**config.mk**
```make
export PLATFORM = sky130hd
export DESIGN_NAME = lc4_ctrl
export DESIGN_NICKNAME = d
export VERILOG_FILES = /design/src/rtl/lc4_pkg.sv /design/src/rtl/lc4_ctrl.sv
export SDC_FILE = /design/constraint.sdc
export NUM_CORES = 1
export LEC_CHECK = 0
export BUFFER_PORTS_ARGS = -buffer_cell sky130_fd_sc_hd__buf_2
export CAP_MARGIN = 40
export CELL_PAD_IN_SITES_DETAIL_PLACEMENT = 0
export CELL_PAD_IN_SITES_GLOBAL_PLACEMENT = 2
export CORE_AREA = 3 3 45 47
export CTS_BUF_LIST = sky130_fd_sc_hd__clkbuf_4 sky130_fd_sc_hd__clkbuf_8 sky130_fd_sc_hd__clkbuf_16
export DETAILED_ROUTE_END_ITERATION = 16
export DIE_AREA = 0 0 48 50
export PLACE_DENSITY = 0.8
export SETUP_SLACK_MARGIN = 0.15
export SLEW_MARGIN = 20
export SYNTH_ARGS = -nofsm -noshare
export SYNTH_HDL_FRONTEND = slang
export SYNTH_SLANG_ARGS = --single-unit
```
**constraint.sdc**
```tcl
create_clock -name aclk -period 1.7 [get_ports aclk]
set_input_delay 0.085 -clock aclk [delete_from_list [all_inputs] [get_ports aclk]]
set_output_delay 0.085 -clock aclk [all_outputs]
set_load 0.1 [all_outputs]
```
**src/rtl/lc4_pkg.sv**
```systemverilog
package lc4_pkg;

    typedef struct packed {
        logic        action;
        logic [15:0] load_address;
        logic [15:0] load_word;
    } lc4_in_t;

    typedef struct packed {
        logic [15:0] pc;
        logic [15:0] instruction;
        logic        reg_write;
        logic [2:0]  dest_index;
        logic [15:0] reg_value;
        logic        nzp_write;
        logic [2:0]  nzp_value;
        logic        mem_write;
        logic [15:0] mem_address;
        logic [15:0] mem_value;
        logic [2:0]  status;
    } lc4_out_t;

    localparam logic [15:0] PC_RESET = 16'h8200;
    localparam int unsigned MEM_DEPTH = 65536;
    localparam int unsigned MEM_AW = 16;

    localparam logic [2:0] ST_OK = 3'd0;
    localparam logic [2:0] ST_FETCH_DATA = 3'd1;
    localparam logic [2:0] ST_PRIV = 3'd2;
    localparam logic [2:0] ST_LOAD_CODE = 3'd3;
    localparam logic [2:0] ST_STORE_CODE = 3'd4;

    localparam logic [3:0] OP_BR = 4'h0;
    localparam logic [3:0] OP_ARITH = 4'h1;
    localparam logic [3:0] OP_CMP = 4'h2;
    localparam logic [3:0] OP_JSR = 4'h4;
    localparam logic [3:0] OP_LOGIC = 4'h5;
    localparam logic [3:0] OP_LDR = 4'h6;
    localparam logic [3:0] OP_STR = 4'h7;
    localparam logic [3:0] OP_RTI = 4'h8;
    localparam logic [3:0] OP_CONST = 4'h9;
    localparam logic [3:0] OP_SHIFT = 4'hA;
    localparam logic [3:0] OP_JMP = 4'hC;
    localparam logic [3:0] OP_HICONST = 4'hD;
    localparam logic [3:0] OP_TRAP = 4'hF;

    // controller -> datapath commands
    typedef struct packed {
        logic clear_step;   // write zero at clear address
        logic load_write;   // write load item into memory
        logic fetch_rd;     // issue memory read at pc
        logic latch_insn;   // capture instruction
        logic div_start;
        logic exec;         // compute results, issue data read
        logic commit;       // update state, build record
    } lc4_cmd_t;

    typedef struct packed {
        logic clear_done;
        logic need_div;
        logic div_busy;
        logic undefined;
    } lc4_sts_t;

    function automatic logic [2:0] nzp_of(input logic [15:0] v);
        if (v == 16'd0) return 3'd2;
        return v[15] ? 3'd4 : 3'd1;
    endfunction

    function automatic logic [2:0] cmp_code(input logic [15:0] a, input logic [15:0] b);
        if (a == b) return 3'd2;
        return (a < b) ? 3'd4 : 3'd1;
    endfunction

endpackage

```
**src/rtl/lc4_ctrl.sv**
```systemverilog
module lc4_ctrl import lc4_pkg::*; (
    input  logic     aclk,
    input  logic     aresetn,
    input  logic     s_valid,
    output logic     s_ready,
    input  logic     s_action,
    output logic     m_valid,
    input  logic     m_ready,
    input  lc4_sts_t sts,
    output lc4_cmd_t cmd
);
    localparam logic [2:0] S_CLEAR  = 3'd0;
    localparam logic [2:0] S_IDLE   = 3'd1;
    localparam logic [2:0] S_FETCH  = 3'd2;
    localparam logic [2:0] S_DECODE = 3'd3;
    localparam logic [2:0] S_EXEC   = 3'd4;
    localparam logic [2:0] S_DIV    = 3'd5;
    localparam logic [2:0] S_MEM    = 3'd6;

    logic [2:0] state_reg, state_next;
    logic       mv_reg, mv_next;
    logic       acc;

    // record register is free when empty or being taken this cycle
    assign s_ready = (state_reg == S_IDLE) && (!mv_reg || m_ready);
    assign acc     = s_valid && s_ready;
    assign m_valid = mv_reg;

    always_comb begin
        state_next = state_reg;
        mv_next    = mv_reg && !m_ready;
        cmd        = '0;
        unique case (state_reg)
            S_CLEAR: begin
                cmd.clear_step = !sts.clear_done;
                if (sts.clear_done) state_next = S_IDLE;
            end
            S_IDLE: begin
                if (acc) begin
                    if (s_action) begin
                        cmd.fetch_rd = 1'b1;
                        state_next   = S_FETCH;
                    end else cmd.load_write = 1'b1;
                end
            end
            S_FETCH: begin
                cmd.latch_insn = 1'b1;
                state_next     = S_DECODE;
            end
            S_DECODE: begin
                if (sts.undefined) state_next = S_IDLE;
                else begin
                    cmd.exec = 1'b1;
                    cmd.div_start = sts.need_div;
                    state_next = sts.need_div ? S_DIV : S_EXEC;
                end
            end
            S_DIV: begin
                if (!sts.div_busy) state_next = S_EXEC;
            end
            S_EXEC: begin
                state_next = S_MEM;
            end
            S_MEM: begin
                cmd.commit = 1'b1;
                mv_next    = 1'b1;
                state_next = S_IDLE;
            end
            default: state_next = S_IDLE;
        endcase
    end

    always_ff @(posedge aclk) begin
        if (!aresetn) begin
            state_reg <= S_CLEAR;
            mv_reg    <= 1'b0;
        end else begin
            state_reg <= state_next;
            mv_reg    <= mv_next;
        end
    end
endmodule

```
==> summary.md, run 1 <==
| Metric | Value |
|---|---|
| P_leak | 0.291 nW |
| XOR/XNOR share of the synthesized area | 0% |
| Drt total wl | 1040 um |
| 1st-iter DRT viols | 0 |
| Reg2reg setup slack | 0.31 ns |
| Vias per inst | 4.81 |
| Row count | 15 |
| DRC Markers | 0 |
| Nets | 83 |
| Area Growth Syn to Fin | 103% |
| Post-Syn Instances | 45 |
| Final Hold Viols | 0 |
| Final antenna-violating net count | 0 |
| Synth unique cells | 27 |
| Clock buffer depth | 2 |
| Most common cell after layout, fill and taps aside | buf_2 |
| Area fraction of the dominant cell type after synthesis | 23.5% |
| GRT overflow | 0 |
| Vias in the first global route | 416 |
| Compound-Gate Fraction of Synth Area | 26.1% |
| Vias | 428 |
| Peak fanout along the critical path | 6 |
| Simple-gate portion of the synthesized area | 39.0% |
| Reg2reg end | state_reg[1] |
| Seq/Total Area, Yosys | 23.5% |
| PortBufs | 17 |
| Starting density of the core | 20.1% |
| Largest net degree at the start of global routing | 8 |
| Total CTS buffers | 3 |
| Clk_skew | 0.00586 ns |
| Critical setup path kind | reg2out |
| Max Cap Viol | 0 |
| Setup violators final | 0 |
| Period utilization | 88.2% |
| Critical path launch point type | flop |
| Yosys top cell by area | dfxtp_1 |
| Pwr/cell area | 710 nW/um^2 |
| Critical Path RT | 1.62 ns |
| Global-route wire length before repair | 1660 um |
| Slowest stage delay, CP | 0.45 ns |
| Commonest non-fill, non-tap cells in the layout | 10 x buf_2, 6 x clkbuf_4, 6 x buf_4, 5 x buf_12 |
| Core area | 1690 sq um |
| Dpl cell area | 614 sq um |
| Clk sinks | 4 |
| Clock Pin Slew Worst Setup and Hold Paths | 0.04 ns |
| Utilization after layout | 41.0% |
| RSZ-0062 raised after global routing | yes |
| Reg2reg start | state_reg[1] |
| Slowest CP cell | buf_2 |
| Post-Syn Area | 340 sq um |
| Hpwl dp | 825 um |
| Gp weighted congestion | 0.751 |
| Antenna cell count | 0 |
| Number of flip-flops in the largest register | 3 |
| Least-Margin Pin Slew | 0.485 ns |
| Hold Startpoint | aresetn |
| Die ar. | 2400 sq um |
| First-pass detailed-route iteration total | 1 |
| IO Pins | 18 |
| Fin crit period | 1.50 ns |
| Largest family of logic cells by synthesized area | simple AND/OR/NAND/NOR gates |
| Critical-path cell list | buf_6 > inv_1 > nor3_4 > buf_2 |
| Syn_nets | 55 |
| Fin area | 692 sq um |
| FMAX | 0.667 GHz |
| Fraction of the mapped netlist area in adder cells | 3.68% |
| Multiplexer area fraction after synthesis | 0% |
| Clock root buffer | clkbuf_4 |
| Sum Neg Setup Slack | 0 ns |
| Clk_lat worst skew | 0.24 ns |
| H-tree level count | 1 |
| Hold Crit Class | in2reg |
| CTS tree | done |
| Layout cell share with drive strength beyond 1 | 63.9% |
| All-Layer GR Usage | 9.77% |
| FF+latch count, synth | 4 |
| Reg2reg path depth | 6 |
| Power, Total | 491 uW |
| Warnings from Yosys | 0 |
| WHS Endpoint | m_valid |
| Post-Syn Area per Cell | 7.56 sq um |
| Worst Setup SP | state_reg[2] |
| Die Span Y | 50 um |
| Crit end category | output port |
| Initial antenna violation count | 0 |
| Hold Path Stages | 2 |
| WP data arrival | 1.41 ns |
| Post-DR wirelength/cell | 11.7 um |
| Top cells by area, synth | dfxtp_1 24%, nor3_1 5.9%, a21oi_1 4.4%, inv_1 4.4%, nor2_1 4.4% |
| Status | complete, no violations |
| Max Slew Vio Count | 0 |
| Fin Hold WS | 0.0847 ns |
| Rel. slew slack | 67.9% |
| Peak VDD IR | 0.267 mV |
| Chip Width | 48 um |
-- worst max-delay path by stage --
stage | to | slack (ns) | cells past startpoint
3_5_place_dp | state_reg[0] | 0.24 | 5
2_1_floorplan | cmd[5] | -0.48 | 4
4_1_cts | cmd[4] | 0.14 | 5
3_3_place_gp | state_reg[1] | 0.25 | 6
6_report | cmd[0] | 0.20 | 4
5_1_grt | cmd[4] | 0.13 | 5
-- cell families after synthesis --
group,after synthesis
compound gates,12
buf+inv,6
simple gates,22
fa+ha+maj,1
flops,4
-- cells in the mapped netlist --
master and count:
o21ai_2 1, nor2b_1 2, nand3_1 2, nor2_1 4, o32ai_1 1, nor3b_1 2
o2111ai_1 1, nor3_1 4, inv_1 4, a21boi_1 1, o211ai_1 1, and2_1 1
nor4_2 1, nand2b_1 1, a21oi_1 3, o21a_1 1, inv_2 1, and3_1 1
ha_1 1, nand2b_4 1, nand2_1 2, and2b_1 1, o22ai_1 1, dfxtp_1 4
a2bb2oi_1 1, o211a_1 1, buf_4 1
-- what timing repair did --
item | CTS | global route
endpoints found under the setup margin | 4 | 7
pin swaps | 4 | 2
gates resized for setup | 4 | 4
buffers inserted | 3 | 0
hold buffers | 0 | 0
cloned | 0 | 0
hold endpoints to repair | 0 | 0
-- metrics by stage --
step / setup WS (ns) / cells
after global routing: 0.131 / 89
after global placement: 0.249 / 82
after CTS: 0.145 / 89
after floorplan: -0.483 / 45
after detailed placement: 0.239 / 82
final: 0.200 / 89
-- power breakdown --
part	switching (mW)	internal [mW]	total (mW)	leakage (nW)
Combinational	0.148	0.0840	0.232	0.238
Sequential	0.00951	0.0985	0.108	0.0342
Clock	0.0471	0.105	0.152	0.0184
Total	0.204	0.287	0.491	0.291
-- per-layer routing --
metal	vias up	part of all wire (%)	track usage [%]
met2	11	57	15.6
met4	0	0.96	5.38
met5	-	0	0
met1	196	38	11.4
li1	219	-	-
met3	2	4.1	2.19
-- critical path: cells and delay by family (launching register included) --
family | cells | cell delay [ns]
buf+inv | 3 | 0.65
simple gates | 1 | 0.18
flops | 1 | 0.34
-- area by class of cell --
| cell class | instances | area (sq um) |
|---|---|---|
| fill | 173 | 997 |
| multi-input combinational | 35 | 314 |
| timing repair buffer | 24 | 221 |
| sequential | 4 | 86.3 |
| clock buffer | 4 | 30.0 |
| tap | 17 | 21.3 |
| inverter | 5 | 18.8 |
(Power assumes the default switching activity.)
==> run 2: changes to the inputs <==
CORE_AREA = 3 3 43 49   (was 3 3 45 47)
DIE_AREA = 0 0 46 52   (was 0 0 48 50)
PLACE_DENSITY = 0.81   (was 0.8)
SLEW_MARGIN = not set   (was 20)
==> run 2 against run 1 <==
Setup slack improved by 0.0020 ns. Largest cell class unchanged. Sequential share of layout area decreased by 0.40 points. Critical path depth unchanged. Cell count increased by 2.2%. Clock skew decreased by 0.0049 ns. First-iteration DRC count increased by 4.
==> summary.md, run 2 (synthesis results as in run 1) <==
| Metric | Value |
|---|---|
| Status | complete, no violations (unchanged) |
| Clk sinks | 4 (unchanged) |
| All-Layer GR Usage | 9.37% (was 9.77%) |
| Non-Filler Instances | 91 (was 89) |
| Starting density of the core | 19.8% (was 20.1%) |
| Final Hold Viols | 0 (unchanged) |
| GRT overflow | 0 (unchanged) |
| Row count | 16 (was 15) |
| FMAX | 0.668 GHz (was 0.667 GHz) |
| Clk_skew | 0.000923 ns (was 0.00586 ns) |
| Sum Neg Setup Slack | 0 ns (unchanged) |
| P_leak | 0.297 nW (was 0.291 nW) |
| Clock buffer depth | 2 (unchanged) |
| Gp weighted congestion | 0.773 (was 0.751) |
| Die ar. | 2390 sq um (was 2400 sq um) |
| Final antenna-violating net count | 0 (unchanged) |
| Clock root buffer | clkbuf_4 (unchanged) |
| Initial antenna violation count | 0 (unchanged) |
| Total CTS buffers | 3 (unchanged) |
| Fin crit period | 1.50 ns (about the same) |
| Die Span Y | 52 um (was 50 um) |
| Hpwl dp | 797 um (was 825 um) |
| Drt total wl | 1020 um (was 1040 um) |
| Utilization after layout | 40.9% (was 41.0%) |
| Vias | 436 (was 428) |
| Critical Path RT | 1.62 ns (about the same) |
| IO Pins | 18 (unchanged) |
| Global-route wire length before repair | 1570 um (was 1660 um) |
| First-pass detailed-route iteration total | 4 (was 1) |
| Period utilization | 88.1% (was 88.2%) |
| Antenna cell count | 0 (unchanged) |
| Vias in the first global route | 411 (was 416) |
| Flop pwr share | 21.4% (was 22.0%) |
| Setup violators final | 0 (unchanged) |
| DRC Markers | 0 (unchanged) |
| Placed Cells | 83 (was 82) |
| Dpl cell area | 616 sq um (was 614 sq um) |
| Most common cell after layout, fill and taps aside | buf_2 (unchanged) |
| Critical path launch point type | flop (unchanged) |
| Number of flip-flops in the largest register | 3 (unchanged) |
| Nets | 84 (was 83) |
| CTS tree | done (unchanged) |
| Core area | 1720 sq um (was 1690 sq um) |
| PortBufs | 17 (unchanged) |
| Post-DR wirelength/cell | 11.3 um (was 11.7 um) |
| Pwr/cell area | 693 nW/um^2 (was 710 nW/um^2) |
| Peak fanout along the critical path | 4 (was 6) |
| P_sw | 202 uW (was 204 uW) |
| Area Growth Syn to Fin | 107% (was 103%) |
| Post-Place Setup Slack | 0.248 ns (was 0.239 ns) |
| Power, Total | 488 uW (was 491 uW) |
| Fin area | 704 sq um (was 692 sq um) |
| Clk_lat worst skew | 0.24 ns (about the same) |
| Max Cap Viol | 0 (unchanged) |
| H-tree level count | 1 (unchanged) |
| Max Slew Vio Count | 0 (unchanged) |
| CTS hold repair buffers | 0 (unchanged) |
| Crit end category | output port (unchanged) |
| Critical setup path kind | reg2out (unchanged) |
| Vias per inst | 4.79 (was 4.81) |
| RSZ-0062 raised after global routing | no (was yes) |
| Hold Crit Class | in2reg (unchanged) |
| Filler Cell Count | 178 (was 173) |
| Peak VDD IR | 0.255 mV (was 0.267 mV) |
| Least-Margin Pin Slew | 0.485 ns (about the same) |
| Fin worst setup slack | 0.202 ns (was 0.200 ns) |
| Combinational power share | 48.3% (was 47.2%) |
| Rel. slew slack | 67.9% (about the same) |
| WP data arrival | 1.41 ns (about the same) |
| 1st-iter DRT viols | 4 (was 0) |
| Chip Width | 46 um (was 48 um) |
| Net Sw Frac | 41.4% (was 41.6%) |
| Clock Pin Slew Worst Setup and Hold Paths | 0.04 ns (about the same) |
| Commonest non-fill, non-tap cells in the layout | 10 x buf_2, 7 x buf_4, 6 x clkbuf_4, 5 x buf_12 (was 10 x buf_2, 6 x clkbuf_4, 6 x buf_4, 5 x buf_12) |
| Layout cell share with drive strength beyond 1 | 64.4% (was 63.9%) |
| Fin Hold WS | 0.0946 ns (was 0.0847 ns) |
| Pint | 286 uW (was 287 uW) |
| Clock power share | 30.4% (was 30.9%) |
| Largest net degree at the start of global routing | 8 (unchanged) |
## run 2: critical path, cell delays in order (launching register included)
cell and delay [ns]:
dfxtp_2 0.32, buf_6 0.11, buf_4 0.15, nor3_4 0.15, buf_2 0.44
## run 2: what timing repair did
action,CTS,global route
setup endpoints to repair,4,6
resized for setup,3,5
buffers inserted,4,0
pin swaps,4,1
hold endpoints to repair,0,0
## run 2: power groups by stage
stage	Sequential, mW	Clock, mW	Combinational, mW
detailed placement	0.106	0	0.220
floorplan	0.106	0	0.156
finish	0.104	0.148	0.235
global route	0.105	0.158	0.251
CTS	0.104	0.152	0.232
global placement	0.106	0	0.220
## run 2: final timing paths
check                           slack, ns  cells past startpoint         start      endpoint
worst min register to register       0.67                      2       m_valid       m_valid
worst max register to register       0.22                      5  state_reg[2]  state_reg[0]
worst min-delay path                 0.09                      2       aresetn       m_valid
worst max-delay path                 0.20                      4  state_reg[2]        cmd[3]
## run 2: cell type report
type | instances | area [sq um] | area share (%)
Tap cell | 18 | 22.5 | 3.20
Timing Repair Buffer | 25 | 229 | 32.5
Inverter | 5 | 18.8 | 2.66
Clock buffer | 4 | 30.0 | 4.26
Multi-Input combinational cell | 35 | 319 | 45.3
Sequential cell | 4 | 85.1 | 12.1
## run 2: routing by layer
metal / routed length [um] / global-route usage, % / share of wire (%)
met5: 0 / 0 / 0
met4: 29 / 9.95 / 2.8
met3: 39 / 1.04 / 3.8
met2: 573 / 15.6 / 56
met1: 381 / 9.17 / 37
==> run 3: changes to the inputs <==
SETUP_SLACK_MARGIN = 0.3   (was 0.15)
==> run 3 against run 2 <==
Clock skew up 0.0055 ns. First-iteration DRC count down 75%. Final area up 11%. Combinational power up 14%. Clock power about the same. Sequential power about the same. Via count up 2.1%.
==> summary.md, run 3 (synthesis results as in run 1) <==
| Metric | Value |
|---|---|
| First-pass detailed-route iteration total | 4 (unchanged) |
| Clk_skew | 0.00647 ns (was 0.000923 ns) |
| Nets | 86 (was 84) |
| Total CTS buffers | 3 (unchanged) |
| Vias per inst | 4.78 (was 4.79) |
| Final Hold Viols | 0 (unchanged) |
| Area Growth Syn to Fin | 131% (was 107%) |
| Number of flip-flops in the largest register | 3 (unchanged) |
| All-Layer GR Usage | 10.3% (was 9.37%) |
| IO Pins | 18 (unchanged) |
| Most Crowded Layer GR | met2 (unchanged) |
| Peak fanout along the critical path | 3 (was 4) |
| DRC Markers | 0 (unchanged) |
| Flop pwr share | 20.3% (was 21.4%) |
| Die Span Y | 52 um (unchanged) |
| Clock Pin Slew Worst Setup and Hold Paths | 0.04 ns (about the same) |
| Max Cap Viol | 0 (unchanged) |
| CTS tree | done (unchanged) |
| Slowest CP cell | dfxtp_2 (was buf_2) |
| Hpwl dp | 810 um (was 797 um) |
| WP data arrival | 1.36 ns (was 1.41 ns) |
| Hold Crit Class | in2reg (unchanged) |
| Met3 Use GR | 3.11% (was 1.04%) |
| Pint | 306 uW (was 286 uW) |
| Met2 GRT Util | 18.8% (was 15.6%) |
| Row count | 16 (unchanged) |
| Clock buffer depth | 2 (unchanged) |
| M1 GR Usage | 11.0% (was 9.17%) |
| Vias | 445 (was 436) |
| Clk sinks | 4 (unchanged) |
| Critical-path cell list | buf_6 > nand2b_4 > nor3_4 > and3_4 > buf_12 (was buf_6 > buf_4 > nor3_4 > buf_2) |
| Core area | 1720 sq um (unchanged) |
| Commonest non-fill, non-tap cells in the layout | 9 x buf_2, 7 x buf_12, 7 x buf_4 (was 10 x buf_2, 7 x buf_4, 6 x clkbuf_4, 5 x buf_12) |
| Critical setup path kind | reg2out (unchanged) |
| Power, Total | 518 uW (was 488 uW) |
| Net Sw Frac | 40.9% (was 41.4%) |
| PortBufs | 17 (unchanged) |
| Setup violators final | 0 (unchanged) |
| Critical path launch point type | flop (unchanged) |
| Critical Path RT | 1.62 ns (about the same) |
| Least-Margin Pin Slew | 0.483 ns (was 0.485 ns) |
| Filler Cell Count | 172 (was 178) |
| Global-route wire length before repair | 1840 um (was 1570 um) |
| Gp weighted congestion | 0.705 (was 0.773) |
| Max Slew Vio Count | 0 (unchanged) |
| Slowest stage delay, CP | 0.32 ns (was 0.44 ns) |
| P_leak | 0.326 nW (was 0.297 nW) |
| Layout cell share with drive strength beyond 1 | 74.7% (was 64.4%) |
| Peak VDD IR | 0.308 mV (was 0.255 mV) |
| Combinational power share | 51.6% (was 48.3%) |
| Initial antenna violation count | 0 (unchanged) |
| H-tree level count | 1 (unchanged) |
| Most common cell after layout, fill and taps aside | buf_2 (unchanged) |
| Clock power share | 28.1% (was 30.4%) |
| Starting density of the core | 19.8% (unchanged) |
| Status | complete, no violations (unchanged) |
| Clock root buffer | clkbuf_4 (unchanged) |
| Largest net degree at the start of global routing | 8 (unchanged) |
| Period utilization | 85.2% (was 88.1%) |
| Pwr/cell area | 660 nW/um^2 (was 693 nW/um^2) |
| Die ar. | 2390 sq um (unchanged) |
| Crit end category | output port (unchanged) |
| CTS hold repair buffers | 0 (unchanged) |
| Antenna cell count | 0 (unchanged) |
| Utilization after layout | 45.6% (was 40.9%) |
| Drt total wl | 1130 um (was 1020 um) |
| Rel. slew slack | 68.0% (was 67.9%) |
| RSZ-0062 raised after global routing | yes (was no) |
| Vias in the first global route | 440 (was 411) |
| Final antenna-violating net count | 0 (unchanged) |
| GRT overflow | 0 (unchanged) |
| 1st-iter DRT viols | 1 (was 4) |
| P_sw | 212 uW (was 202 uW) |
| Fin crit period | 1.45 ns (was 1.50 ns) |
| Post-DR wirelength/cell | 12.2 um (was 11.3 um) |
| FMAX | 0.690 GHz (was 0.668 GHz) |
| Clk_lat worst skew | 0.24 ns (about the same) |
| Chip Width | 46 um (unchanged) |
run 3: cell type report:
type	count	area [sq um]	area share, %
clock buffers	4	30.0	3.83
well taps	18	22.5	2.87
repair buffers	27	283	36.0
multi-input cells	35	343	43.7
flip-flops and latches	4	87.6	11.2
inverters	5	18.8	2.39
run 3: worst paths after layout:
kind	cells past startpoint	slack (ns)	end	from
worst max-delay path	5	0.25	cmd[4]	state_reg[2]
worst min-delay path	2	0.10	m_valid	aresetn
worst max register to register	5	0.31	state_reg[0]	state_reg[1]
worst min register to register	2	0.67	m_valid	m_valid
run 3: per-stage QoR:
step / hold slack, ns / setup TNS (ns) / worst slack, ns / cells / area [sq um]
6_report: 0.104 / 0 / 0.251 / 93 / 785
5_1_grt: 0.0912 / 0 / 0.181 / 93 / 785
4_1_cts: 0.0932 / 0 / 0.167 / 92 / 699
3_5_place_dp: 0.345 / 0 / 0.247 / 83 / 616
3_3_place_gp: 0.342 / 0 / 0.274 / 83 / 616
2_1_floorplan: 0.202 / -1.23 / -0.483 / 45 / 410
run 3: worst max-delay path: cells and delay by family (launching register included):
family | cells | cell delay (ns)
flops | 1 | 0.32
simple gates | 3 | 0.54
buf+inv | 2 | 0.28
run 3: timing repair:
action,CTS,global route
endpoints found under the hold margin,0,0
setup endpoints to repair,9,11
setup buffers,5,1
gates resized for setup,6,21
pin swaps,6,4
run 3: per-layer routing:
| metal | vias to the layer above | share of wire, % | wire [um] |
|---|---|---|---|
| met5 | - | 0 | 0 |
| met4 | 0 | 0 | 0 |
| met3 | 0 | 3.8 | 43 |
| met2 | 11 | 61 | 695 |
| met1 | 208 | 35 | 395 |
| li1 | 226 | - | - |
run 3: power by group through the flow:
stage	Combinational, mW	Clock, mW	Sequential, mW
after floorplan	0.156	0	0.106
after global placement	0.220	0	0.106
after detailed placement	0.220	0	0.106
after CTS	0.237	0.153	0.104
after global routing	0.282	0.168	0.107
final	0.267	0.145	0.105
